[src/rtl/rbaf_pkg.sv]
`default_nettype none
package rbaf_pkg;

	localparam int MAX_WINDOW  = 16;
	localparam int RANGE_LIMIT = 200;
	localparam int AVG_MAX     = RANGE_LIMIT * 256;

	localparam int SUM_W  = 16;
	localparam int CNT_W  = 8;
	localparam int VAL_W  = 16;
	localparam int PTR_W  = $clog2(MAX_WINDOW);
	localparam int WIN_W  = $clog2(MAX_WINDOW + 1);
	localparam int TOT_W  = $clog2(MAX_WINDOW * AVG_MAX + 1);
	localparam int DVD_W  = (TOT_W > SUM_W + 8) ? TOT_W : SUM_W + 8;
	localparam int DVS_W  = (WIN_W > CNT_W) ? WIN_W : CNT_W;
	localparam int STEP_W = $clog2(DVD_W + 1);

	localparam int QUEUE_DEPTH = 2;
	localparam int QPTR_W      = $clog2(QUEUE_DEPTH);
	localparam int QCNT_W      = $clog2(QUEUE_DEPTH + 1);

	localparam int CFG_IDX_W  = 2;
	localparam int CFG_DATA_W = 16;

	localparam logic [CFG_IDX_W-1:0] REG_BURST_SIZE       = 2'd0;
	localparam logic [CFG_IDX_W-1:0] REG_WINDOW_LENGTH    = 2'd1;
	localparam logic [CFG_IDX_W-1:0] REG_CHANGE_THRESHOLD = 2'd2;

	typedef struct packed {
		logic [7:0]  burst_size;
		logic [4:0]  window_length;
		logic [15:0] change_threshold;
	} cfg_t;

	typedef struct packed {
		logic             no_valid;
		logic [SUM_W-1:0] sum;
		logic [CNT_W-1:0] count;
	} job_t;

	typedef enum logic [2:0] {
		B_IDLE,
		B_AVG,
		B_RD,
		B_WAVG,
		B_DEAD
	} b_state_t;

endpackage
`default_nettype wire

[src/rtl/rbaf_in_if.sv]
`default_nettype none
interface rbaf_in_if;
	logic       valid;
	logic       ready;
	logic       reading_arrived;
	logic [3:0] fault_code;
	logic [7:0] range_mm;

	modport source (output valid, output reading_arrived, output fault_code,
		output range_mm, input ready);
	modport sink (input valid, input reading_arrived, input fault_code,
		input range_mm, output ready);
endinterface
`default_nettype wire

[src/rtl/rbaf_out_if.sv]
`default_nettype none
interface rbaf_out_if;
	logic        valid;
	logic        ready;
	logic [15:0] distance;
	logic        publish;
	logic        no_valid;

	modport source (output valid, output distance, output publish, output no_valid,
		input ready);
	modport sink (input valid, input distance, input publish, input no_valid,
		output ready);
endinterface
`default_nettype wire

[src/rtl/rbaf_cfg_if.sv]
`default_nettype none
interface rbaf_cfg_if;
	logic                              valid;
	logic                              ready;
	logic [rbaf_pkg::CFG_IDX_W-1:0]    index;
	logic [rbaf_pkg::CFG_DATA_W-1:0]   data;

	modport source (output valid, output index, output data, input ready);
	modport sink (input valid, input index, input data, output ready);
endinterface
`default_nettype wire

[src/rtl/range_burst_average_filter.sv]
// Burst-averaging range filter. One ranging attempt word is taken per cycle
// on sample while the two-entry burst queue has room; only the word that
// closes a burst enters the queue. The back end works one burst at a time
// through a shared one-bit-per-cycle divider (24 steps): an unfiltered
// burst is popped from the queue, its sum divided by its count and the
// average loaded into the result register; a filtered one (window_length
// above 1) also reads the window and divides a second time. An empty
// burst skips both divides. The front end keeps taking words while the
// back end works, until the queue is full. Results wait in an output
// register so the back end can begin the next burst. Configuration writes
// are always ready; writing window_length restarts the moving average.
`default_nettype none
module range_burst_average_filter (
	input  wire logic clk,
	input  wire logic arst_n,
	rbaf_in_if.sink   sample,
	rbaf_out_if.source result,
	rbaf_cfg_if.sink  cfg
);

	rbaf_pkg::cfg_t cfg_regs_q;
	logic           cfg_wr;
	logic           win_clear;
	logic           push;
	rbaf_pkg::job_t push_data;
	logic           full;
	logic           pop;
	rbaf_pkg::job_t pop_data;
	logic           not_empty;

	assign cfg.ready = 1'b1;
	assign cfg_wr    = cfg.valid && cfg.ready;
	assign win_clear = cfg_wr && (cfg.index == rbaf_pkg::REG_WINDOW_LENGTH);

	always_ff @(posedge clk or negedge arst_n) begin
		if (!arst_n) begin
			cfg_regs_q.burst_size       <= 8'd1;
			cfg_regs_q.window_length    <= 5'd1;
			cfg_regs_q.change_threshold <= 16'd0;
		end else if (cfg_wr) begin
			case (cfg.index)
				rbaf_pkg::REG_BURST_SIZE: begin
					cfg_regs_q.burst_size <= cfg.data[7:0];
				end
				rbaf_pkg::REG_WINDOW_LENGTH: begin
					cfg_regs_q.window_length <= cfg.data[4:0];
				end
				rbaf_pkg::REG_CHANGE_THRESHOLD: begin
					cfg_regs_q.change_threshold <= cfg.data[15:0];
				end
				default: begin
				end
			endcase
		end
	end

	rbaf_front u_front (
		.clk       (clk),
		.arst_n    (arst_n),
		.cfg       (cfg_regs_q),
		.sample    (sample),
		.push      (push),
		.push_data (push_data),
		.full      (full)
	);

	rbaf_fifo u_queue (
		.clk       (clk),
		.arst_n    (arst_n),
		.push      (push),
		.push_data (push_data),
		.full      (full),
		.pop       (pop),
		.pop_data  (pop_data),
		.not_empty (not_empty)
	);

	rbaf_back u_back (
		.clk       (clk),
		.arst_n    (arst_n),
		.cfg       (cfg_regs_q),
		.win_clear (win_clear),
		.job_valid (not_empty),
		.job       (pop_data),
		.job_pop   (pop),
		.result    (result)
	);

endmodule
`default_nettype wire

[src/rtl/rbaf_fifo.sv]
`default_nettype none
module rbaf_fifo (
	input  wire logic          clk,
	input  wire logic          arst_n,
	input  wire logic          push,
	input  wire rbaf_pkg::job_t push_data,
	output logic               full,
	input  wire logic          pop,
	output rbaf_pkg::job_t     pop_data,
	output logic               not_empty
);

	rbaf_pkg::job_t                   mem_q [rbaf_pkg::QUEUE_DEPTH];
	logic [rbaf_pkg::QPTR_W-1:0]      wr_ptr_q;
	logic [rbaf_pkg::QPTR_W-1:0]      rd_ptr_q;
	logic [rbaf_pkg::QCNT_W-1:0]      count_q;
	logic                             do_push;
	logic                             do_pop;

	assign full      = (count_q == rbaf_pkg::QCNT_W'(rbaf_pkg::QUEUE_DEPTH));
	assign not_empty = (count_q != '0);
	assign do_push   = push && !full;
	assign do_pop    = pop && not_empty;
	assign pop_data  = mem_q[rd_ptr_q];

	always_ff @(posedge clk or negedge arst_n) begin
		if (!arst_n) begin
			wr_ptr_q <= '0;
			rd_ptr_q <= '0;
			count_q  <= '0;
		end else begin
			if (do_push) begin
				wr_ptr_q <= (wr_ptr_q == rbaf_pkg::QPTR_W'(rbaf_pkg::QUEUE_DEPTH - 1)) ?
					'0 : wr_ptr_q + 1'b1;
			end
			if (do_pop) begin
				rd_ptr_q <= (rd_ptr_q == rbaf_pkg::QPTR_W'(rbaf_pkg::QUEUE_DEPTH - 1)) ?
					'0 : rd_ptr_q + 1'b1;
			end
			if (do_push && !do_pop) begin
				count_q <= count_q + 1'b1;
			end else if (do_pop && !do_push) begin
				count_q <= count_q - 1'b1;
			end
		end
	end

	always_ff @(posedge clk) begin
		if (do_push) begin
			mem_q[wr_ptr_q] <= push_data;
		end
	end

endmodule
`default_nettype wire

[src/rtl/rbaf_front.sv]
`default_nettype none
module rbaf_front (
	input  wire logic       clk,
	input  wire logic       arst_n,
	input  wire rbaf_pkg::cfg_t cfg,
	rbaf_in_if.sink         sample,
	output logic            push,
	output rbaf_pkg::job_t  push_data,
	input  wire logic       full
);

	logic [7:0]                 attempt_q;
	logic [rbaf_pkg::SUM_W-1:0] sum_q;
	logic [rbaf_pkg::CNT_W-1:0] vcount_q;
	logic                       accept;
	logic                       good;
	logic [7:0]                 size;
	logic                       burst_end;
	logic [rbaf_pkg::SUM_W-1:0] sum_next;
	logic [rbaf_pkg::CNT_W-1:0] vcount_next;

	assign sample.ready = !full;
	assign accept       = sample.valid && sample.ready;

	always_comb begin
		good = sample.reading_arrived && (sample.fault_code == 4'd0) &&
			(sample.range_mm <= 8'(rbaf_pkg::RANGE_LIMIT));
		size        = (cfg.burst_size == 8'd0) ? 8'd1 : cfg.burst_size;
		burst_end   = ({1'b0, attempt_q} + 9'd1) >= {1'b0, size};
		sum_next    = good ? sum_q + rbaf_pkg::SUM_W'(sample.range_mm) : sum_q;
		vcount_next = good ? vcount_q + 1'b1 : vcount_q;
		push_data.no_valid = (vcount_next == '0);
		push_data.sum      = sum_next;
		push_data.count    = vcount_next;
		push = accept && burst_end;
	end

	always_ff @(posedge clk or negedge arst_n) begin
		if (!arst_n) begin
			attempt_q <= '0;
			sum_q     <= '0;
			vcount_q  <= '0;
		end else if (accept) begin
			if (burst_end) begin
				attempt_q <= '0;
				sum_q     <= '0;
				vcount_q  <= '0;
			end else begin
				attempt_q <= attempt_q + 1'b1;
				sum_q     <= sum_next;
				vcount_q  <= vcount_next;
			end
		end
	end

endmodule
`default_nettype wire

[src/rtl/rbaf_div.sv]
`default_nettype none
module rbaf_div (
	input  wire logic                       clk,
	input  wire logic                       arst_n,
	input  wire logic                       start,
	input  wire logic [rbaf_pkg::DVD_W-1:0] dividend,
	input  wire logic [rbaf_pkg::DVS_W-1:0] divisor,
	output logic                            busy,
	output logic                            done,
	output logic [rbaf_pkg::DVD_W-1:0]      quotient
);

	logic [rbaf_pkg::DVD_W-1:0]  quo_q;
	logic [rbaf_pkg::DVS_W:0]    rem_q;
	logic [rbaf_pkg::DVS_W-1:0]  dvs_q;
	logic [rbaf_pkg::STEP_W-1:0] step_q;
	logic                        busy_q;
	logic                        done_q;
	logic [rbaf_pkg::DVS_W:0]    rem_sh;
	logic                        ge;

	assign busy     = busy_q;
	assign done     = done_q;
	assign quotient = quo_q;

	// one quotient bit per cycle, restoring
	always_comb begin
		rem_sh = {rem_q[rbaf_pkg::DVS_W-1:0], quo_q[rbaf_pkg::DVD_W-1]};
		ge     = rem_sh >= {1'b0, dvs_q};
	end

	always_ff @(posedge clk or negedge arst_n) begin
		if (!arst_n) begin
			busy_q <= 1'b0;
			done_q <= 1'b0;
			step_q <= '0;
		end else begin
			done_q <= 1'b0;
			if (start) begin
				busy_q <= 1'b1;
				step_q <= rbaf_pkg::STEP_W'(rbaf_pkg::DVD_W);
			end else if (busy_q) begin
				step_q <= step_q - 1'b1;
				if (step_q == rbaf_pkg::STEP_W'(1)) begin
					busy_q <= 1'b0;
					done_q <= 1'b1;
				end
			end
		end
	end

	always_ff @(posedge clk) begin
		if (start) begin
			quo_q <= dividend;
			rem_q <= '0;
			dvs_q <= divisor;
		end else if (busy_q) begin
			quo_q <= {quo_q[rbaf_pkg::DVD_W-2:0], ge};
			rem_q <= ge ? rem_sh - {1'b0, dvs_q} : rem_sh;
		end
	end

endmodule
`default_nettype wire

[src/rtl/rbaf_ram.sv]
`default_nettype none
module rbaf_ram #(
	parameter int WIDTH = 16,
	parameter int DEPTH = 16
) (
	input  wire logic                     clk,
	input  wire logic                     we,
	input  wire logic [$clog2(DEPTH)-1:0] waddr,
	input  wire logic [WIDTH-1:0]         wdata,
	input  wire logic [$clog2(DEPTH)-1:0] raddr,
	output logic [WIDTH-1:0]              rdata
);

	logic [WIDTH-1:0] mem [DEPTH];

	always_ff @(posedge clk) begin
		if (we) begin
			mem[waddr] <= wdata;
		end
		rdata <= mem[raddr];
	end

endmodule
`default_nettype wire

[src/rtl/rbaf_back.sv]
`default_nettype none
module rbaf_back (
	input  wire logic       clk,
	input  wire logic       arst_n,
	input  wire rbaf_pkg::cfg_t cfg,
	input  wire logic       win_clear,
	input  wire logic       job_valid,
	input  wire rbaf_pkg::job_t job,
	output logic            job_pop,
	rbaf_out_if.source      result
);

	rbaf_pkg::b_state_t         state_q;
	rbaf_pkg::b_state_t         state_d;
	logic                       nv_q;
	logic [rbaf_pkg::VAL_W-1:0] avg_q;
	logic [rbaf_pkg::VAL_W-1:0] val_q;
	logic [rbaf_pkg::TOT_W-1:0] total_q;
	logic [rbaf_pkg::WIN_W-1:0] fill_q;
	logic [rbaf_pkg::PTR_W-1:0] ptr_q;
	logic [rbaf_pkg::VAL_W-1:0] last_q;
	logic                       have_last_q;
	logic                       out_valid_q;
	logic [rbaf_pkg::VAL_W-1:0] out_dist_q;
	logic                       out_pub_q;
	logic                       out_nv_q;

	logic [rbaf_pkg::WIN_W-1:0] eff_w;
	logic                       filtered;
	logic [rbaf_pkg::VAL_W-1:0] old_val;
	logic                       ram_we;
	logic [rbaf_pkg::TOT_W-1:0] total_new;
	logic [rbaf_pkg::WIN_W-1:0] fill_new;
	logic [rbaf_pkg::WIN_W-1:0] ptr_inc;
	logic [rbaf_pkg::PTR_W-1:0] ptr_new;
	logic                       div_start;
	logic [rbaf_pkg::DVD_W-1:0] div_dividend;
	logic [rbaf_pkg::DVS_W-1:0] div_divisor;
	logic                       div_busy;
	logic                       div_done;
	logic [rbaf_pkg::DVD_W-1:0] div_quot;
	logic [rbaf_pkg::VAL_W-1:0] diff;
	logic                       pub;
	logic                       out_load;

	rbaf_div u_div (
		.clk      (clk),
		.arst_n   (arst_n),
		.start    (div_start),
		.dividend (div_dividend),
		.divisor  (div_divisor),
		.busy     (div_busy),
		.done     (div_done),
		.quotient (div_quot)
	);

	rbaf_ram #(
		.WIDTH (rbaf_pkg::VAL_W),
		.DEPTH (rbaf_pkg::MAX_WINDOW)
	) u_win (
		.clk   (clk),
		.we    (ram_we),
		.waddr (ptr_q),
		.wdata (avg_q),
		.raddr (ptr_q),
		.rdata (old_val)
	);

	always_comb begin
		if (cfg.window_length == 5'd0) begin
			eff_w = rbaf_pkg::WIN_W'(1);
		end else if (32'(cfg.window_length) > rbaf_pkg::MAX_WINDOW) begin
			eff_w = rbaf_pkg::WIN_W'(rbaf_pkg::MAX_WINDOW);
		end else begin
			eff_w = rbaf_pkg::WIN_W'(cfg.window_length);
		end
		filtered = (eff_w > rbaf_pkg::WIN_W'(1));

		if (fill_q < eff_w) begin
			fill_new  = fill_q + 1'b1;
			total_new = total_q + rbaf_pkg::TOT_W'(avg_q);
		end else begin
			fill_new  = fill_q;
			total_new = total_q - rbaf_pkg::TOT_W'(old_val) + rbaf_pkg::TOT_W'(avg_q);
		end
		ptr_inc = rbaf_pkg::WIN_W'(ptr_q) + rbaf_pkg::WIN_W'(1);
		ptr_new = (ptr_inc == eff_w) ? '0 : rbaf_pkg::PTR_W'(ptr_inc);

		diff = (val_q > last_q) ? val_q - last_q : last_q - val_q;
		pub  = !((cfg.change_threshold != '0) && have_last_q &&
			(diff < cfg.change_threshold));
	end

	always_comb begin
		state_d      = state_q;
		job_pop      = 1'b0;
		div_start    = 1'b0;
		div_dividend = rbaf_pkg::DVD_W'({job.sum, 8'h00});
		div_divisor  = rbaf_pkg::DVS_W'(job.count);
		ram_we       = 1'b0;
		out_load     = 1'b0;
		case (state_q)
			rbaf_pkg::B_IDLE: begin
				if (job_valid) begin
					job_pop   = 1'b1;
					div_start = !job.no_valid;
					state_d   = job.no_valid ? rbaf_pkg::B_DEAD : rbaf_pkg::B_AVG;
				end
			end
			rbaf_pkg::B_AVG: begin
				if (div_done) begin
					state_d = filtered ? rbaf_pkg::B_RD : rbaf_pkg::B_DEAD;
				end
			end
			rbaf_pkg::B_RD: begin
				ram_we       = 1'b1;
				div_start    = 1'b1;
				div_dividend = rbaf_pkg::DVD_W'(total_new);
				div_divisor  = rbaf_pkg::DVS_W'(fill_new);
				state_d      = rbaf_pkg::B_WAVG;
			end
			rbaf_pkg::B_WAVG: begin
				if (div_done) begin
					state_d = rbaf_pkg::B_DEAD;
				end
			end
			rbaf_pkg::B_DEAD: begin
				if (!out_valid_q || result.ready) begin
					out_load = 1'b1;
					state_d  = rbaf_pkg::B_IDLE;
				end
			end
			default: begin
				state_d = rbaf_pkg::B_IDLE;
			end
		endcase
	end

	always_ff @(posedge clk or negedge arst_n) begin
		if (!arst_n) begin
			state_q <= rbaf_pkg::B_IDLE;
		end else begin
			state_q <= state_d;
		end
	end

	always_ff @(posedge clk or negedge arst_n) begin
		if (!arst_n) begin
			total_q     <= '0;
			fill_q      <= '0;
			ptr_q       <= '0;
			last_q      <= '0;
			have_last_q <= 1'b0;
			out_valid_q <= 1'b0;
		end else begin
			if (win_clear) begin
				total_q <= '0;
				fill_q  <= '0;
				ptr_q   <= '0;
			end else if (state_q == rbaf_pkg::B_RD) begin
				total_q <= total_new;
				fill_q  <= fill_new;
				ptr_q   <= ptr_new;
			end
			if (out_load) begin
				out_valid_q <= 1'b1;
				if (!nv_q && pub) begin
					last_q      <= val_q;
					have_last_q <= 1'b1;
				end
			end else if (result.ready) begin
				out_valid_q <= 1'b0;
			end
		end
	end

	always_ff @(posedge clk) begin
		if (job_pop) begin
			nv_q  <= job.no_valid;
			val_q <= '0;
		end
		if (state_q == rbaf_pkg::B_AVG && div_done) begin
			avg_q <= div_quot[rbaf_pkg::VAL_W-1:0];
			val_q <= div_quot[rbaf_pkg::VAL_W-1:0];
		end
		if (state_q == rbaf_pkg::B_WAVG && div_done) begin
			val_q <= div_quot[rbaf_pkg::VAL_W-1:0];
		end
		if (out_load) begin
			out_dist_q <= val_q;
			out_pub_q  <= !nv_q && pub;
			out_nv_q   <= nv_q;
		end
	end

	assign result.valid    = out_valid_q;
	assign result.distance = out_dist_q;
	assign result.publish  = out_pub_q;
	assign result.no_valid = out_nv_q;

	a_fill_bound: assert property (@(posedge clk) disable iff (!arst_n)
		32'(fill_q) <= rbaf_pkg::MAX_WINDOW)
		else $error("window fill above depth");

	a_ptr_fill: assert property (@(posedge clk) disable iff (!arst_n)
		rbaf_pkg::WIN_W'(ptr_q) <= fill_q)
		else $error("window pointer ahead of fill");

	a_empty_word: assert property (@(posedge clk) disable iff (!arst_n)
		(out_valid_q && out_nv_q) |-> (!out_pub_q && out_dist_q == '0))
		else $error("empty burst word carries a value");

	a_div_idle: assert property (@(posedge clk) disable iff (!arst_n)
		div_start |-> !div_busy)
		else $error("divider restarted while busy");

endmodule
`default_nettype wire
[src/flat_wrapper.sv]
// flat-port wrapper written by rule: the top's interface ports become plain ports
module range_burst_average_filter_flat 
  (clk, arst_n, sample_valid, sample_reading_arrived, sample_fault_code, sample_range_mm, sample_ready, result_valid, result_distance, result_publish, result_no_valid, result_ready, cfg_valid, cfg_index, cfg_data, cfg_ready);
  rbaf_in_if sample_i ();
  rbaf_out_if result_i ();
  rbaf_cfg_if cfg_i ();
  input  wire logic clk;
  input  wire logic arst_n;
  input wire logic [$bits(sample_i.valid)-1:0] sample_valid;
  input wire logic [$bits(sample_i.reading_arrived)-1:0] sample_reading_arrived;
  input wire logic [$bits(sample_i.fault_code)-1:0] sample_fault_code;
  input wire logic [$bits(sample_i.range_mm)-1:0] sample_range_mm;
  output wire logic [$bits(sample_i.ready)-1:0] sample_ready;
  output wire logic [$bits(result_i.valid)-1:0] result_valid;
  output wire logic [$bits(result_i.distance)-1:0] result_distance;
  output wire logic [$bits(result_i.publish)-1:0] result_publish;
  output wire logic [$bits(result_i.no_valid)-1:0] result_no_valid;
  input wire logic [$bits(result_i.ready)-1:0] result_ready;
  input wire logic [$bits(cfg_i.valid)-1:0] cfg_valid;
  input wire logic [$bits(cfg_i.index)-1:0] cfg_index;
  input wire logic [$bits(cfg_i.data)-1:0] cfg_data;
  output wire logic [$bits(cfg_i.ready)-1:0] cfg_ready;
  assign sample_i.valid = sample_valid;
  assign sample_i.reading_arrived = sample_reading_arrived;
  assign sample_i.fault_code = sample_fault_code;
  assign sample_i.range_mm = sample_range_mm;
  assign sample_ready = sample_i.ready;
  assign result_valid = result_i.valid;
  assign result_distance = result_i.distance;
  assign result_publish = result_i.publish;
  assign result_no_valid = result_i.no_valid;
  assign result_i.ready = result_ready;
  assign cfg_i.valid = cfg_valid;
  assign cfg_i.index = cfg_index;
  assign cfg_i.data = cfg_data;
  assign cfg_ready = cfg_i.ready;
  range_burst_average_filter u_core (.clk(clk), .arst_n(arst_n), .sample(sample_i), .result(result_i), .cfg(cfg_i));
endmodule
[config.mk]
export PLATFORM = sky130hd
export DESIGN_NAME = range_burst_average_filter_flat
export DESIGN_NICKNAME = d
export VERILOG_FILES = /design/src/rtl/rbaf_pkg.sv /design/src/rtl/rbaf_in_if.sv /design/src/rtl/rbaf_out_if.sv /design/src/rtl/rbaf_cfg_if.sv /design/src/rtl/range_burst_average_filter.sv /design/src/rtl/rbaf_fifo.sv /design/src/rtl/rbaf_front.sv /design/src/rtl/rbaf_div.sv /design/src/rtl/rbaf_ram.sv /design/src/rtl/rbaf_back.sv /design/src/flat_wrapper.sv
export SDC_FILE = /design/constraint.sdc
export NUM_CORES = 1
export LEC_CHECK = 0
export BUFFER_PORTS_ARGS = -buffer_cell sky130_fd_sc_hd__buf_2
export CAP_MARGIN = 40
export CORE_MARGIN = 2
export CORE_UTILIZATION = 25
export CTS_CLUSTER_DIAMETER = 200
export DETAILED_ROUTE_END_ITERATION = 7
export HOLD_SLACK_MARGIN = 0.12
export PLACE_DENSITY = 0.36
export SKIP_CTS_REPAIR_TIMING = 1
export SLEW_MARGIN = 0
export SYNTH_ARGS = -nofsm -noshare
export SYNTH_HDL_FRONTEND = slang
export SYNTH_HIERARCHICAL = 1
export SYNTH_SLANG_ARGS = --single-unit
[constraint.sdc]
create_clock -name clk -period 7.4 [get_ports clk]
set_input_delay 1.11 -clock clk [delete_from_list [all_inputs] [get_ports clk]]
set_output_delay 1.11 -clock clk [all_outputs]
set_load 0.005 [all_outputs]
==> results of run 1 <==
-- power by group through the flow --
| stage | Combinational (W) | Sequential (W) | Clock [W] |
|---|---|---|---|
| finish | 0.00465 | 0.00410 | 0.00319 |
| global route | 0.00525 | 0.00416 | 0.00343 |
| CTS | 0.00473 | 0.00411 | 0.00332 |
| detailed placement | 0.00470 | 0.00417 | 0 |
| global placement | 0.00466 | 0.00416 | 0 |
| floorplan | 0.00374 | 0.00396 | 0 |
-- area by class of cell --
type                    instances  share of cell area
clock inverters                27            0.007566
flip-flops and latches        535              0.4896
multi-input cells            1283              0.3446
well taps                    1403             0.05646
repair buffers                 98             0.02137
inverters                     158             0.01908
clock buffers                  95             0.06133
-- sequential cells by signal, indices dropped and copies added (netlist names), 20 cells and up --
name and count:
u_core/cfg_regs_q 29, u_core/u_back/total_q 20, u_core/u_back/u_div/quotient 24, u_core/u_back/u_win/mem 256, u_core/u_queue/mem_q 50
-- layout by cell type, fill, tap and decap left out, types with 32 or more instances in the layout --
cell       netlist  layout
mux2_2          61      61
a21oi_1         76      76
ha_1           119     119
a211oi_1        38      38
mux2i_1         32      32
clkbuf_16        0      71
a22oi_1         33      33
buf_4            8      38
edfxtp_1       389     389
o21ai_0         73      73
buf_2           10      54
nand2_1        141     140
dfrtp_1        120     118
inv_1          156     156
mux4_2          54      54
xnor2_1         59      59
nor2_1         130     117
-- metrics by stage --
step	total power, W	hold WS [ns]	instances
floorplan	0.007705	0.4273	2058
global placement	0.008821	0.4682	3470
detailed placement	0.008867	0.4763	3477
CTS	0.01216	0.4903	3599
global route	0.01285	0.5032	3599
finish	0.01194	0.4871	3599
-- logic make-up (layout without fill, tap and decap cells) --
family | after synthesis | in the layout | share of synthesized area
xor gates and xnor gates | 88 | 88 | 0.02914
and+or+nand+nor | 483 | 483 | 0.09005
muxes | 177 | 177 | 0.1033
other | 1 | 1 | 0.0001391
AOI/OAI and AO/OA | 394 | 394 | 0.1016
adders and majority gates | 140 | 140 | 0.07080
buffers and inverters | 240 | 378 | 0.04073
DFF | 535 | 535 | 0.5643
-- how the worst max path moves through the flow --
stage	startpoint	to	slack (ns)	cells after the start
after global routing	u_core/u_back/val_q[12]	u_core/u_back/last_q[9]	1.41	17
final	u_core/u_back/val_q[12]	u_core/u_back/last_q[13]	1.86	17
after floorplan	u_core/u_back/val_q[0]	u_core/u_back/last_q[15]	3.09	19
after global placement	u_core/u_back/val_q[12]	u_core/u_back/last_q[8]	1.91	17
after CTS	u_core/u_back/val_q[12]	u_core/u_back/last_q[10]	1.81	17
after detailed placement	u_core/u_back/val_q[12]	u_core/u_back/last_q[10]	1.83	17
-- routing by layer --
layer  part of all wire  vias to the layer above
met1               0.49                     8320
li1                   -                     7841
met5                  0                        -
met2               0.46                      237
met3              0.030                       90
met4              0.019                        0
==> flow_summary.yaml, run 1 <==
run_status:
  status: "completed"
drt:
  viasPerCell: 4.581
  vias: 16490
  wl_per_cell_um: 19.37
  drcViolationCount: 0
  drt_iter0_drc: 885
  dr.pass1.iters: 5
  wl_um: 69720
  ant_nets: 0
final_layout:
  drive_above_1_share: 0.1794
  diodes: 0
  final_nets: 2320
  area_growth_pct: 15.28
  postLayoutCoreUtil: 0.2904
  fill_cells: 10850
  multi_input_area_um2: 10710
  design_area_um2: 31090
  ff_latch_area_um2: 15220
cts:
  cts_root_buf: "clkbuf_16"
  clk_pin_slew_worst_paths_ns: 0.06
  cts.path.max_buffers: 3
  clock_sinks: 535
  ctsHtreeMaxLevel: 3
  cts_made_buffers: 68
  insertion_delay_ns: 0.60
  cts_tree: "built"
floorplan:
  core_area_um2: 107100
  start_util: 0.2519
  rows: 120
  die_h_um: 332.4
  die_w_um: 332.4
  ioPinCount: 57
  die_area_um2: 110500
setup_path:
  cp.buffers_inverters: 2
  critPathArrivalTime_ns: 6.05
  cp_top_family: "compound AO/OA/AOI/OAI gates"
  worst_setup_path_end_kind: "register"
  r2r-end: "u_core/u_back/last_q[13]"
  rrSetupSlack_ns: 1.86
  rr_startpoint: "u_core/u_back/val_q[12]"
  startpoint_type: "register"
  crit_chain: "inv_1, ha_1, nand2_2, o311ai_1, a31oi_2, a21oi_4, mux2i_1, o21ai_1, a221oi_2, xnor2_1, ha_1, nand4_1, or4_1, a21oi_1, and2_1, buf_4, mux2i_1"
  worst_path_largest_cell_delay_ns: 0.69
  required_ns: 7.91
  cp_max_fo: 25
  slowest_stage: "a21oi_4"
  path_class: "reg2reg"
  rr_worst_depth: 17
place:
  place_congestion: 0.7895
  pre_cts_slack_ns: 1.825
  post-dp-hpwl_um: 47480
  placed_area_um2: 28950
  port_buffers: 55
sta:
  setup_viol: 0
  hold_violations: 0
  slew_headroom: 0.4082
  tns_ns: 0
  post-route-min-period_ns: 5.538
  clock_skew_ns: 0.02223
  worst_slack_ns: 1.862
  tightest_slew_ns: 0.8818
  report.final.slew_viol_count: 0
  grt_setup_unrepaired: "false"
  fmax_mhz: 180.6
  timing.final.crit_share: 0.7484
pwr:
  p_int_w: 0.007659
  seqPwrFrac: 0.343
  p_clk_frac: 0.267
  power.net_switching_w: 0.004284
  peakVddDrop_mv: 0.1534
  power_density_nw_per_um2: 384.1
  leakage_nw: 11.72
  combPwrFrac: 0.390
  swShare: 0.3587
synth:
  netlist_area_um2: 26970
  yosys-top-cells-area: "edfxtp_1, dfrtp_1, ha_1"
  synth_edf_count: 389
  synth_cells: 2058
  synth_ff_type: "edfxtp_1"
  synth_seq_cells: 535
  avgSynthCellArea_um2: 13.10
  yosysSeqAreaShare: 0.5643
  synth_nets: 2234
  ys_types: 108
  async_flop_share: 0.2280
  yosys_warnings: 6
  synth.top_cell.area_share: 0.4331
  yosysTopAreaCell: "edfxtp_1"
  yosysMostFrequentCell: "edfxtp_1"
  netlist_top_cells_count: "edfxtp_1, inv_1, nand2_1, nor2_1, dfrtp_1"
global_route:
  grt_use_met2: 0.2039
  met1_usage: 0.1764
  top_usage_layer: "met2"
  grt_max_degree: 61
  grt_pass1_vias: 17210
  use_met3: 0.01877
  grt_pass1_wl_um: 107200
  grt_usage: 0.1264
  gr-total-overflow: 0
  antenna_found_initial: 0
hold_path:
  hold-path-endpoint: "u_core/u_back/result.distance[15]"
  min_path_type: "reg2reg"
  holdPathStages: 0
  hold_start: "u_core/u_back/val_q[15]"
flow_run:
  drv_cap: 0
No activity file was read; power rests on OpenSTA's default activity.
==> run 2, diff against run 1 <==
- ABC_AREA: default -> 1
- clock period: 7.4 -> 5.42 ns (I/O delays scaled with it)
==> run 2 against run 1 <==
Net effect: power rose by 62%; area after synthesis rose by 10%; combinational power rose by 91%; wire length rose by 27%; core utilization fell by 0.084 points; worst setup slack got worse by 0.66 ns; die area rose by 9.8%; clock power rose by 47%; critical path depth rose by 7; clock-buffer cell count fell by 5; fmax rose by 31%; non-clock buffer count rose by 11.
==> flow_summary.yaml, run 2 <==
setup_path:
  cp_max_fo: 17
  cp_top_family: "simple AND/OR/NAND/NOR gates"
  worst_path_largest_cell_delay_ns: 0.49
  cp.depth: 24
  path_class: "reg2reg"
  critPathArrivalTime_ns: 4.73
  required_ns: 5.93
  crit_chain: "inv_1, ha_1, inv_1, fa_1, nand3_1, nand2_1, nand2_2, nand2_2, nand2_1, o211ai_2, nand2_4, o21ai_0, nand2_1, inv_1, ha_1, nand2_1, o21ai_0, nand4_1, nand2_1, nand2_1, nand2_2, nand3_2, nand2_1, nand2_1"
  startpoint_type: "register"
  worst_path_most_repeated_cell: "nand2_1"
  worst_setup_path_end_kind: "register"
  rr_worst_depth: 24
  slowest_stage: "nand3_2"
  cp.buffers_inverters: 3
synth:
  yosysMostFrequentCell: "nand2_1"
  yosys_warnings: 6
  yosys-top-cells-area: "edfxtp_1, nand2_1, dfrtp_1"
  synth_seq_cells: 535
  ys_types: 58
  synth.top_cell.area_share: 0.3939
  synth_edf_count: 389
  netlist_area_um2: 29650
  synth_nets: 3706
  yosysTopAreaCell: "edfxtp_1"
  avgSynthCellArea_um2: 8.400
  synth_cells: 3530
  synth_ff_type: "edfxtp_1"
  yosysSeqAreaShare: 0.5132
  async_flop_share: 0.2280
  netlist_top_cells_count: "nand2_1, inv_1, edfxtp_1, nand3_1, nor2_1"
final_layout:
  reg.largest.list: "u_core/u_back/u_win/mem x256, u_core/u_queue/mem_q x50, u_core/cfg_regs_q x29"
  final_nets: 3782
  postLayoutCoreUtil: 0.2896
  largest_register_ffs: 256
  mostFrequentLayoutCell: "nand2_1"
  area_growth_pct: 15.16
  regMostFlops: "u_core/u_back/u_win/mem"
  layout_common_cells: "nand2_1, inv_1, edfxtp_1"
  drive_above_1_share: 0.08388
flow_run:
  drv_cap: 0
pwr:
  power_density_nw_per_um2: 565.1
  leakage_nw: 16.04
  peakVddDrop_mv: 0.3132
sta:
  clock_skew_ns: 0.02607
  holdWs_ns: 0.1611
  fmax_mhz: 237.0
  slew_headroom: 0.4414
  report.final.slew_viol_count: 0
  timing.final.crit_share: 0.7784
  setup_viol: 0
  tightest_slew_ns: 0.8380
  worst_slack_ns: 1.201
  tns_ns: 0
  post-route-min-period_ns: 4.219
  grt_setup_unrepaired: "false"
  hold_violations: 0
global_route:
  grt_pass1_vias: 22310
  grt_usage: 0.1466
  grt_max_degree: 90
  antenna_found_initial: 2
  grt_pass1_wl_um: 136800
  gr-total-overflow: 0
cts:
  cts.path.max_buffers: 3
  ctsHtreeMaxLevel: 3
  cts_made_buffers: 68
  clk_pin_slew_worst_paths_ns: 0.06
  insertion_delay_ns: 0.64
  clock_sinks: 535
  cts_root_buf: "clkbuf_16"
  cts_tree: "built"
drt:
  dr.pass1.iters: 5
  ant_nets: 0
  vias: 22310
  wl_um: 88790
  wl_per_cell_um: 17.09
  drt_iter0_drc: 1219
  drcViolationCount: 0
  viasPerCell: 4.294
floorplan:
  die_h_um: 348.4
  die_w_um: 348.4
  die_area_um2: 121400
  core_area_um2: 117900
  start_util: 0.2515
  rows: 126
  ioPinCount: 57
hold_path:
  min_path_type: "in2async"
place:
  post-dp-hpwl_um: 61270
  place_congestion: 0.8363
  pre_cts_slack_ns: 1.140
  port_buffers: 55
run_status:
  status: "completed"
==> run 2: kinds of logic (layout without fill, tap and decap cells) <==
group,after synthesis,after routing,share of synthesized area
adders and majority gates,140,140,0.06439
DFF,535,535,0.5132
AOI/OAI and AO/OA,188,188,0.03587
xor gates and xnor gates,55,55,0.01624
buffers and inverters,702,832,0.09705
and+or+nand+nor,1909,1909,0.2732
other,1,2,0.0001265
==> run 2: metrics by stage <==
stage	area (um2)	std cells	total power (W)
6_report	34150	5197	0.01930
5_1_grt	34150	5196	0.02108
4_1_cts	34150	5196	0.01965
3_5_place_dp	31850	5072	0.01479
3_3_place_gp	31640	5062	0.01481
2_1_floorplan	29650	3530	0.01215
==> run 2: worst paths after layout <==
path / start / end / slack [ns]
worst min-delay path: arst_n / u_core/u_front/attempt_q[4] / 0.16
worst min register to register: u_core/cfg_regs_q[16] / u_core/cfg_regs_q[16] / 0.46
min in group clk: cfg_data[13] / u_core/cfg_regs_q[13] / 0.44
worst max register to register: u_core/u_back/val_q[0] / u_core/u_back/last_q[12] / 1.20
max in group asynchronous: arst_n / u_core/u_back/ptr_q[0] / 4.23
worst max-delay path: u_core/u_back/val_q[0] / u_core/u_back/last_q[12] / 1.20
==> run 2: routing by layer <==
metal  routed length [um]  global-route usage
met5                    0                   0
met3                 2664             0.01860
met4                 1970             0.03871
met1                43070              0.2013
met2                41090              0.2428
==> run 2: cell type report <==
class	count	area, um2
clock inverter	34	449.2
multi-input combinational	2293	11620
tap	1536	1922
sequential	535	15220
antenna	1	2.502
timing repair buffer	109	824.5
clock buffer	90	1846
fill	12700	83780
inverter	599	2262
==> run 2: report_power, final <==
group | switching [W] | total [W] | internal [W]
logic | 0.00600 | 0.00890 | 0.00290
clock network | 0.00189 | 0.00469 | 0.00281
registers | 0.000547 | 0.00571 | 0.00516
total | 0.00843 | 0.0193 | 0.0109
